<file path="src/sv/ffba_pkg.sv">
`timescale 1ns / 1ps
// ----------------------------------------------------------------------------
// ffba_pkg
// Shared types, constants and codes of the first-fit block allocator.
// Block starts, header size and alignment are all multiples of the 8-byte
// grain, so the header store keeps one entry per grain.
// ----------------------------------------------------------------------------
package ffba_pkg;

  localparam int HEAP_BYTES   = 8192;
  localparam int HEADER_BYTES = 24;
  localparam int ALIGN_BYTES  = 8;     // power of two, multiple of the grain

  localparam int GRAIN_SH = 3;
  localparam int POS_W    = $clog2(HEAP_BYTES);
  localparam int IDX_W    = POS_W - GRAIN_SH;
  localparam int ENTRIES  = HEAP_BYTES >> GRAIN_SH;
  localparam int REQ_W    = 16;
  localparam int OFF_W    = 13;
  localparam int STAT_W   = 2;
  localparam int NEED_W   = REQ_W + 1;
  localparam int CMP_W    = NEED_W + 2;

  typedef logic [POS_W-1:0]  pos_t;
  typedef logic [IDX_W-1:0]  idx_t;
  typedef logic [NEED_W-1:0] need_t;
  typedef logic [CMP_W-1:0]  cmp_t;
  typedef logic [OFF_W-1:0]  off_t;

  typedef struct packed {
    logic free_mark;
    pos_t size;
  } hdr_t;

  localparam hdr_t HDR_RESET = '{free_mark: 1'b1, size: pos_t'(HEAP_BYTES - HEADER_BYTES)};

  typedef struct packed {
    logic wr_en;
    idx_t wr_idx;
    hdr_t wr_data;
    logic rd_en;
    idx_t rd_idx;
  } mem_req_t;

  typedef enum logic {
    OP_ALLOC = 1'b0,
    OP_FREE  = 1'b1
  } op_t;

  typedef enum logic [STAT_W-1:0] {
    ST_ALLOC   = 2'd0,
    ST_FREED   = 2'd1,
    ST_IGNORED = 2'd2,
    ST_NOMEM   = 2'd3
  } status_t;

endpackage

</file>
<file path="src/sv/ffba_walk.sv">
`timescale 1ns / 1ps
// ----------------------------------------------------------------------------
// ffba_walk
// Request sequencer with the header arithmetic: walks block headers one
// per cycle, splits and marks on allocate, sets the free mark on free.
// ----------------------------------------------------------------------------
module ffba_walk (
  input  logic                          clk,
  input  logic                          rst,
  input  logic                          req_valid,
  output logic                          req_ready,
  input  logic                          op,
  input  logic [ffba_pkg::REQ_W-1:0]    request_bytes,
  input  ffba_pkg::off_t                payload_offset,
  input  ffba_pkg::hdr_t                rd_data,
  output ffba_pkg::mem_req_t            mem_req,
  output logic                          res_valid,
  input  logic                          res_take,
  output ffba_pkg::status_t             res_status,
  output ffba_pkg::off_t                res_offset
);

  typedef enum logic [4:0] {
    S_IDLE = 5'b00001,
    S_WALK = 5'b00010,
    S_MARK = 5'b00100,
    S_FREE = 5'b01000,
    S_DONE = 5'b10000
  } state_t;

  state_t            state, state_next;
  ffba_pkg::pos_t    pos, pos_next;
  ffba_pkg::need_t   need, need_next;
  ffba_pkg::pos_t    keep_size, keep_size_next;
  ffba_pkg::status_t res_status_next;
  ffba_pkg::off_t    res_offset_next;

  ffba_pkg::need_t   need_in;
  ffba_pkg::cmp_t    hdr_pos;
  ffba_pkg::cmp_t    split_pos;
  ffba_pkg::cmp_t    step;
  ffba_pkg::pos_t    remain;
  logic              fits;
  logic              can_split;

  always_comb begin
    need_in = (ffba_pkg::need_t'(request_bytes)
               + ffba_pkg::need_t'(ffba_pkg::ALIGN_BYTES - 1))
              & ~ffba_pkg::need_t'(ffba_pkg::ALIGN_BYTES - 1);
    hdr_pos   = ffba_pkg::cmp_t'(payload_offset) - ffba_pkg::cmp_t'(ffba_pkg::HEADER_BYTES);
    split_pos = ffba_pkg::cmp_t'(pos) + ffba_pkg::cmp_t'(ffba_pkg::HEADER_BYTES)
                + ffba_pkg::cmp_t'(need);
    step      = ffba_pkg::cmp_t'(pos) + ffba_pkg::cmp_t'(ffba_pkg::HEADER_BYTES)
                + ffba_pkg::cmp_t'(rd_data.size);
    remain    = rd_data.size - ffba_pkg::pos_t'(need)
                - ffba_pkg::pos_t'(ffba_pkg::HEADER_BYTES);
    fits      = rd_data.free_mark
                && (ffba_pkg::cmp_t'(rd_data.size) >= ffba_pkg::cmp_t'(need));
    can_split = (ffba_pkg::cmp_t'(rd_data.size) >= ffba_pkg::cmp_t'(need)
                 + ffba_pkg::cmp_t'(ffba_pkg::HEADER_BYTES + ffba_pkg::ALIGN_BYTES))
                && (split_pos < ffba_pkg::cmp_t'(ffba_pkg::HEAP_BYTES));
  end

  always_comb begin
    state_next      = state;
    pos_next        = pos;
    need_next       = need;
    keep_size_next  = keep_size;
    res_status_next = res_status;
    res_offset_next = res_offset;
    mem_req         = '0;
    req_ready       = 1'b0;
    res_valid       = 1'b0;
    unique case (state)
      S_IDLE: begin
        req_ready = 1'b1;
        if (req_valid) begin
          res_offset_next = '0;
          if (op == ffba_pkg::OP_ALLOC) begin
            if (request_bytes == '0) begin
              res_status_next = ffba_pkg::ST_IGNORED;
              state_next      = S_DONE;
            end else begin
              need_next      = need_in;
              pos_next       = '0;
              mem_req.rd_en  = 1'b1;
              mem_req.rd_idx = '0;
              state_next     = S_WALK;
            end
          end else if ((ffba_pkg::cmp_t'(payload_offset)
                        < ffba_pkg::cmp_t'(ffba_pkg::HEADER_BYTES))
                       || (hdr_pos >= ffba_pkg::cmp_t'(ffba_pkg::HEAP_BYTES))) begin
            res_status_next = ffba_pkg::ST_IGNORED;
            state_next      = S_DONE;
          end else if (hdr_pos[ffba_pkg::GRAIN_SH-1:0] != '0) begin
            res_status_next = ffba_pkg::ST_FREED;
            state_next      = S_DONE;
          end else begin
            pos_next       = hdr_pos[ffba_pkg::POS_W-1:0];
            mem_req.rd_en  = 1'b1;
            mem_req.rd_idx = hdr_pos[ffba_pkg::POS_W-1:ffba_pkg::GRAIN_SH];
            state_next     = S_FREE;
          end
        end
      end
      S_WALK: begin
        if (fits) begin
          if (can_split) begin
            keep_size_next            = ffba_pkg::pos_t'(need);
            mem_req.wr_en             = 1'b1;
            mem_req.wr_idx            = split_pos[ffba_pkg::POS_W-1:ffba_pkg::GRAIN_SH];
            mem_req.wr_data.free_mark = 1'b1;
            mem_req.wr_data.size      = remain;
          end else begin
            keep_size_next = rd_data.size;
          end
          state_next = S_MARK;
        end else if (step >= ffba_pkg::cmp_t'(ffba_pkg::HEAP_BYTES)) begin
          res_status_next = ffba_pkg::ST_NOMEM;
          state_next      = S_DONE;
        end else begin
          pos_next       = step[ffba_pkg::POS_W-1:0];
          mem_req.rd_en  = 1'b1;
          mem_req.rd_idx = step[ffba_pkg::POS_W-1:ffba_pkg::GRAIN_SH];
        end
      end
      S_MARK: begin
        mem_req.wr_en             = 1'b1;
        mem_req.wr_idx            = pos[ffba_pkg::POS_W-1:ffba_pkg::GRAIN_SH];
        mem_req.wr_data.free_mark = 1'b0;
        mem_req.wr_data.size      = keep_size;
        res_status_next           = ffba_pkg::ST_ALLOC;
        res_offset_next           = ffba_pkg::off_t'(ffba_pkg::cmp_t'(pos)
                                      + ffba_pkg::cmp_t'(ffba_pkg::HEADER_BYTES));
        state_next                = S_DONE;
      end
      S_FREE: begin
        mem_req.wr_en             = 1'b1;
        mem_req.wr_idx            = pos[ffba_pkg::POS_W-1:ffba_pkg::GRAIN_SH];
        mem_req.wr_data.free_mark = 1'b1;
        mem_req.wr_data.size      = rd_data.size;
        res_status_next           = ffba_pkg::ST_FREED;
        state_next                = S_DONE;
      end
      S_DONE: begin
        res_valid = 1'b1;
        if (res_take) begin
          state_next = S_IDLE;
        end
      end
      default: begin
        state_next = S_IDLE;
      end
    endcase
  end

  always_ff @(posedge clk) begin
    if (rst) begin
      state <= S_IDLE;
    end else begin
      state <= state_next;
    end
  end

  always_ff @(posedge clk) begin
    pos        <= pos_next;
    need       <= need_next;
    keep_size  <= keep_size_next;
    res_status <= res_status_next;
    res_offset <= res_offset_next;
  end

endmodule

</file>
<file path="config.mk">
export PLATFORM = sky130hd
export DESIGN_NAME = ffba_walk
export DESIGN_NICKNAME = d
export VERILOG_FILES = /design/src/sv/ffba_pkg.sv /design/src/sv/ffba_walk.sv
export SDC_FILE = /design/constraint.sdc
export NUM_CORES = 1
export LEC_CHECK = 0
export ABC_AREA = 0
export BUFFER_PORTS_ARGS = -buffer_cell sky130_fd_sc_hd__buf_2
export CORE_MARGIN = 1
export CORE_UTILIZATION = 45
export DETAILED_ROUTE_END_ITERATION = 8
export GPL_TIMING_DRIVEN = 0
export PLACE_DENSITY = 0.73
export SYNTH_ARGS = -nofsm -noshare
export SYNTH_HDL_FRONTEND = slang
export SYNTH_SLANG_ARGS = --single-unit
</file>
<file path="constraint.sdc">
create_clock -name clk -period 7.9 [get_ports clk]
set_input_delay 1.185 -clock clk [delete_from_list [all_inputs] [get_ports clk]]
set_output_delay 1.185 -clock clk [all_outputs]
set_load 0.005 [all_outputs]
</file>
==> impl_metrics.json, run 1 <==
{
  "synth-seq-cells": 60,
  "start_kind": "primary input",
  "grt_first_pass_wirelength_mm": 27.2,
  "io_pins": 101,
  "routed_wl_mm": 17.6,
  "drt_iter0_markers": 494,
  "synth.distinct_cells": 72,
  "endpoint_kind": "output pin",
  "worstPathArrival_ns": 4.69,
  "synth_async_sr_flop_share_pct": 0,
  "p_leak_nw": 2.95,
  "holdWs_ns": 0.574,
  "cts.hold.buffers_added": 0,
  "area_growth_pct": 17.4,
  "nets": 874,
  "rsz0062_at_grt": "no",
  "min-delay-start": "pos[0]",
  "tns_ns": 0,
  "routed_via_density": 5.85,
  "die_x_um": 115,
  "cts_made_buffers": 9,
  "drc": 0,
  "fin_crit_sh_pct": 74.4,
  "die_area_um2": 13300,
  "timing.slew.headroom_pct": 12.5,
  "grtUsageTotal_pct": 27.1,
  "start_util_pct": 47.0,
  "cts_tree": "built",
  "synthesis.nets": 763,
  "synth_warnings": 0,
  "clock_latency_ns": 0.34,
  "chipHeight_um": 115,
  "fin_cells": 930,
  "final_antenna_net_count": 0,
  "timing.fmax_mhz": 170,
  "power_density_nw_per_um2": 181,
  "grt_max_degree": 16,
  "io_buffers": 100,
  "setup_viol": 0,
  "dp_cells": 914,
  "core_um2": 12300,
  "finalCriticalPeriod_ns": 5.88,
  "cts_resized": 0,
  "numClockSinks": 60,
  "row_count": 40,
  "hold_path_class": "flip-flop to flip-flop",
  "grt_pass1_vias": 5251,
  "synth_top_flop_cell": "edfxtp_1",
  "layout-drive-gt1-share_pct": 17.5,
  "slew_violations": 0,
  "antenna_found_initial": 0,
  "grt-ovfl-total": 0,
  "critical_path.reg2reg.startpoint": "pos[3]",
  "synth_cells": 646,
  "startpoint": "rd_data[10]",
  "hpwl_mm": 13.8,
  "synth_area_um2": 5760,
  "vdd.ir_drop.worst_uv": 103,
  "crit_type": "primary input to output pin",
  "cts_root_buf": "clkbuf_16",
  "drv_cap": 0,
  "hold_viol_final": 0,
  "clock_path_buffers": 2,
  "routedWlPerCell_um": 18.9,
  "post_cts_buffers": 0,
  "cts_max_level": 3,
  "critPathMaxFanout": 14,
  "synth-seq-area-share_pct": 30.4,
  "cts.clk_slew.worst_paths_ns": 0.05,
  "skew_ns": 0.0108,
  "diodes": 0,
  "vias": 5438,
  "drt_pre_antenna_iters": 5,
  "worstMarginPinSlew_ns": 1.31,
  "num-fill-cells": 1134,
  "place_congestion": 0.931,
  "outcome": "completed",
  "synth_edf_count": 55,
  "worst_ep_required_time_ns": 6.71,
  "syn_area_per_cell_um2": 8.92
}
-- cell usage after synthesis, drive strengths merged, types with 4 or more instances --
master,instances,area share (%)
nand2b,11,1.2
o22ai,11,1.2
a31oi,6,0.65
o21ai,50,4.3
edfxtp,55,29
dfxtp,5,1.7
mux2i,8,1.4
or2,4,0.43
ha,65,14
nor3,17,1.6
clkbuf,9,0.59
mux2,4,0.78
xor2,24,3.6
nor4,4,0.43
a22oi,13,1.7
o2111ai,5,0.76
and3,11,1.2
buf,5,0.46
a211oi,6,0.78
nand3,18,1.6
and2,12,1.3
o211ai,4,0.52
a21o,4,0.52
nand3b,5,0.65
inv,56,3.6
nand4,4,0.43
nor3b,4,0.69
nor2b,4,0.43
a21oi,32,2.8
and4,4,0.61
fa,4,1.4
nor2,36,2.3
xnor2,35,5.3
nand2,55,3.6
-- sequential cells by signal, indices dropped and copies added (netlist names) --
name / cells
state: 5
res_offset: 13
pos: 13
res_status: 2
need: 14
keep_size: 13
-- stage by stage --
stage | instance area (um2) | setup slack [ns] | power, W | util, %
2_1_floorplan | 5760 | 3.44 | 0.000700 | -
3_3_place_gp | 6470 | 2.06 | 0.000814 | 52.8
3_5_place_dp | 6470 | 2.04 | 0.000825 | 52.8
4_1_cts | 6770 | 2.03 | 0.00122 | 55.2
5_1_grt | 6770 | 1.85 | 0.00128 | 55.2
6_report | 6770 | 2.02 | 0.00123 | 55.2
-- path summary, 6_finish.rpt --
| check | slack (ns) | cells past startpoint | end |
|---|---|---|---|
| worst max-delay path | 2.02 | 13 | mem_req[27] |
| worst min-delay path | 0.57 | 1 | res_offset[0] |
| worst max register to register | 3.60 | 11 | pos[1] |
| worst min register to register | 0.57 | 1 | res_offset[0] |
-- report_power, final --
| part | switching (W) | total (W) | internal (W) |
|---|---|---|---|
| logic | 0.000257 | 0.000431 | 0.000174 |
| clock network | 0.000152 | 0.000394 | 0.000242 |
| registers | 0.0000224 | 0.000402 | 0.000380 |
| total | 0.000431 | 0.00123 | 0.000796 |
-- cells in the final DEF (no fill, tap or decap), types with 5 or more instances in the layout --
| cell | n |
|---|---|
| mux2i_1 | 8 |
| o2111ai_1 | 5 |
| clkbuf_1 | 9 |
| nand3b_1 | 5 |
| clkbuf_16 | 9 |
| nand2b_1 | 11 |
| edfxtp_1 | 55 |
| a211oi_1 | 6 |
| nor2_1 | 36 |
| and3_1 | 11 |
| nand2_1 | 55 |
| a22oi_1 | 13 |
| a31oi_1 | 6 |
| o22ai_1 | 11 |
| xor2_1 | 24 |
| a21oi_1 | 32 |
| nand3_1 | 18 |
| ha_1 | 65 |
| xnor2_1 | 35 |
| inv_1 | 56 |
| nor3_1 | 16 |
| buf_2 | 103 |
| and2_1 | 12 |
| o21ai_0 | 46 |
| dfxtp_1 | 5 |
-- metal layers --
metal / vias up / track usage (%) / share of wire, %
met4: 0 / 10.1 / 2.6
met5: - / 0 / 0
met3: 30 / 3.95 / 7.4
met2: 242 / 45.4 / 46
li1: 2614 / - / -
met1: 2552 / 35.6 / 44
-- worst max-delay path, stage by stage --
cell       delay [ns]
buf_2            0.19
inv_1            0.08
ha_1             0.36
nand4b_1         0.11
o31ai_1          0.24
a31oi_1          0.11
nor3_2           0.46
nand2_1          0.17
inv_1            0.56
nand4bb_2        0.39
buf_2            0.33
o21ai_0          0.31
buf_2            0.18
-- cell families after synthesis --
group,share of synthesized area [%]
buffers and inverters,4.69
XOR/XNOR,8.96
AND/OR/NAND/NOR,18.2
AO/OA/AOI/OAI,20.1
multiplexers,2.17
adder cells (fa/ha/maj),15.5
flip-flops,30.4
-- cell type report --
cell class,instances,area [um2],area share (%)
sequential,60,1750,25.9
clock buffer,9,225,3.33
clock inverter,7,66.3,0.980
tap,168,210,3.11
multi-input combinational,516,3740,55.3
timing repair buffer,100,500,7.40
buffer,14,60.1,0.888
inverter,56,210,3.11
(Power assumes the default switching activity.)
==> run 2, diff against run 1 <==
Settings changed: ABC_AREA 0 to 1, PLACE_DENSITY 0.73 to 0.75.
Clock period 7.9 ns to 4.95 ns, I/O delays scaled along.
==> run 2 against run 1 <==
  * Power is 67% higher
  * Global-route usage is 2.2 points lower
  * Via count is 15% higher
  * Utilization is 1.1 points lower
  * Highest routed layer unchanged
  * Clock skew fell by 0.0041 ns
  * Register-to-register slack lost 2.6 ns
==> impl_metrics.json, run 2 <==
{
  "outcome": "completed",
  "final_antenna_net_count": 0,
  "grt_first_pass_wirelength_mm": 27.9,
  "final_cell_mix": "nand2_1, inv_1, buf_2",
  "row_count": 42,
  "cts_made_buffers": 9,
  "skew_ns": 0.00661,
  "holdPathEnd": "res_offset[0]",
  "clock_latency_ns": 0.33,
  "yosysMostFrequentCell": "nand2_1",
  "layout-drive-gt1-share_pct": 15.8,
  "switchingPower_w": 0.000766,
  "synthAdderAreaFrac_pct": 14.3,
  "synth_area_leaders": "edfxtp_1, ha_1, nand2_1, inv_1, nor2_1",
  "routedWlPerCell_um": 14.7,
  "nets": 1108,
  "grt_max_degree": 18,
  "p_leak_nw": 3.72,
  "min-delay-start": "pos[0]",
  "start_kind": "flip-flop",
  "switching_share_pct": 37.4,
  "synth_top_flop_cell": "edfxtp_1",
  "diodes": 0,
  "grt-ovfl-total": 0,
  "place_congestion": 0.955,
  "cts.hold.buffers_added": 0,
  "r2r_cells": 15,
  "worstPathArrival_ns": 3.85,
  "cts_root_buf": "clkbuf_16",
  "clock_path_buffers": 2,
  "synthSimpleGateAreaFrac_pct": 27.6,
  "antenna_found_initial": 0,
  "grtUsageTotal_pct": 24.9,
  "hpwl_mm": 14.1,
  "synth_edf_count": 55,
  "cts_max_level": 3,
  "setup_viol": 0,
  "die_area_um2": 14300,
  "numClockSinks": 60,
  "cts.clk_slew.worst_paths_ns": 0.05,
  "hold_viol_final": 0,
  "critPathMaxFanout": 10,
  "drc": 0,
  "vias": 6251,
  "die_x_um": 120,
  "area_growth_pct": 16.1,
  "rsz0062_at_grt": "no",
  "io_buffers": 99,
  "synth_top_family_by_area": "simple AND/OR/NAND/NOR gates",
  "place_area_um2": 6960,
  "cts_resized": 0,
  "synth_compound_area_share_pct": 14.4,
  "synthMuxAreaShare_pct": 0,
  "synthesis.nets": 998,
  "drv_cap": 0,
  "cts_tree": "built",
  "synth.distinct_cells": 42,
  "worstMarginPinSlew_ns": 1.13,
  "syn_area_per_cell_um2": 7.08,
  "slew_violations": 0,
  "chipHeight_um": 120,
  "power.internal_w": 0.00128,
  "fin_crit_sh_pct": 92.8,
  "final_common_cell": "nand2_1",
  "crit_type": "flip-flop to output pin",
  "start_util_pct": 46.6,
  "synth-seq-cells": 60,
  "hold_path_class": "flip-flop to flip-flop",
  "power_density_nw_per_um2": 282,
  "design_area_um2": 7250,
  "regToRegSetupSlack_ns": 1.03,
  "rr_endpoint": "pos[7]",
  "synth_area_um2": 6240,
  "worst_ep_required_time_ns": 4.21,
  "finalCriticalPeriod_ns": 4.59,
  "top_register": "need",
  "post_cts_buffers": 0,
  "clkPwrFrac_pct": 29.6,
  "synth-seq-area-share_pct": 28.1,
  "drt_iter0_markers": 729,
  "p_comb_share_pct": 37.9,
  "synth_commonest_cells": "nand2_1, inv_1, nor2_1, ha_1, o21ai_0",
  "synth_cells": 881,
  "synth-xor-area-share_pct": 5.61,
  "critical_path.reg2reg.startpoint": "pos[3]",
  "timing.slew.headroom_pct": 24.7,
  "yosysTopAreaCellShare_pct": 26.5,
  "drt_pre_antenna_iters": 6,
  "grt_pass1_vias": 5716,
  "synth_async_sr_flop_share_pct": 0,
  "largest_reg_flops": 14,
  "routed_wl_mm": 17.2,
  "tns_ns": 0,
  "core_um2": 13400,
  "vdd.ir_drop.worst_uv": 174,
  "routed_via_density": 5.33,
  "min_path_cells": 2,
  "yosysTopAreaCell": "edfxtp_1",
  "seq_power_share_pct": 32.5,
  "endpoint_kind": "output pin",
  "io_pins": 101,
  "timing.fmax_mhz": 218,
  "synth_warnings": 0
}
run 2: power groups by stage:
stage | Combinational (W) | Sequential, W | Clock, W
2_1_floorplan | 0.000557 | 0.000661 | 0
4_1_cts | 0.000766 | 0.000665 | 0.000607
5_1_grt | 0.000881 | 0.000670 | 0.000630
3_3_place_gp | 0.000749 | 0.000675 | 0
3_5_place_dp | 0.000759 | 0.000674 | 0
6_report | 0.000775 | 0.000666 | 0.000606
run 2: logic make-up (layout without fill, tap and decap cells):
| group | count (synthesis) | in the layout |
|---|---|---|
| AND/OR/NAND/NOR | 399 | 399 |
| buffers and inverters | 161 | 276 |
| AO/OA/AOI/OAI | 152 | 152 |
| adder cells (fa/ha/maj) | 69 | 69 |
| flip-flops | 60 | 60 |
| XOR/XNOR | 40 | 40 |
run 2: worst max-delay path, cell delays in order, from the launching register on:
cell and delay (ns):
edfxtp_1 0.39, inv_1 0.11, a21oi_1 0.23, nand3_1 0.17, and3b_1 0.29, xor2_1 0.49
ha_1 0.37, a21oi_1 0.19, o21a_1 0.16, nand4_1 0.08, nand2_1 0.08, nand3_1 0.11
nor2_4 0.20, nand2_2 0.11, buf_6 0.21, o21ai_2 0.17, buf_2 0.14
run 2: worst max path at each step:
| stage | from | end | cells after the start | slack [ns] |
|---|---|---|---|---|
| final | pos[3] | mem_req[31] | 16 | 0.36 |
| after global routing | pos[3] | mem_req[27] | 15 | 0.03 |
| after CTS | pos[3] | mem_req[30] | 20 | 0.33 |
| after detailed placement | rd_data[3] | mem_req[30] | 13 | 0.58 |
| after global placement | rd_data[3] | mem_req[30] | 13 | 0.58 |
| after floorplan | pos[3] | mem_req[26] | 19 | 1.52 |
run 2: per-layer routing:
layer	routed length [um]	up-vias	global-route usage (%)	part of all wire, %
met5	0	-	0	0
met2	7490	291	39.4	43
met1	7690	2804	34.6	45
li1	-	3120	-	-
met3	1560	36	3.99	9.1
met4	473	0	8.28	2.7
run 2: per-stage QoR:
step | power (W) | hold slack, ns | worst slack (ns) | std cells | utilization (%)
final | 0.00205 | 0.603 | 0.359 | 1172 | 54.1
after global routing | 0.00218 | 0.651 | 0.0325 | 1172 | 54.1
after CTS | 0.00204 | 0.603 | 0.333 | 1172 | 54.0
after detailed placement | 0.00143 | 0.589 | 0.582 | 1156 | 51.9
after global placement | 0.00142 | 0.581 | 0.583 | 1156 | 51.9
after floorplan | 0.00122 | 0.549 | 1.52 | 881 | -
run 2: cell type report:
cell class,count,area [um2]
flip-flops and latches,60,1750
inverters,150,563
plain buffers,11,62.6
fillers,1282,6150
clock buffers,10,229
repair buffers,99,495
clock inverters,6,55.1
well taps,176,220
multi-input cells,660,3870
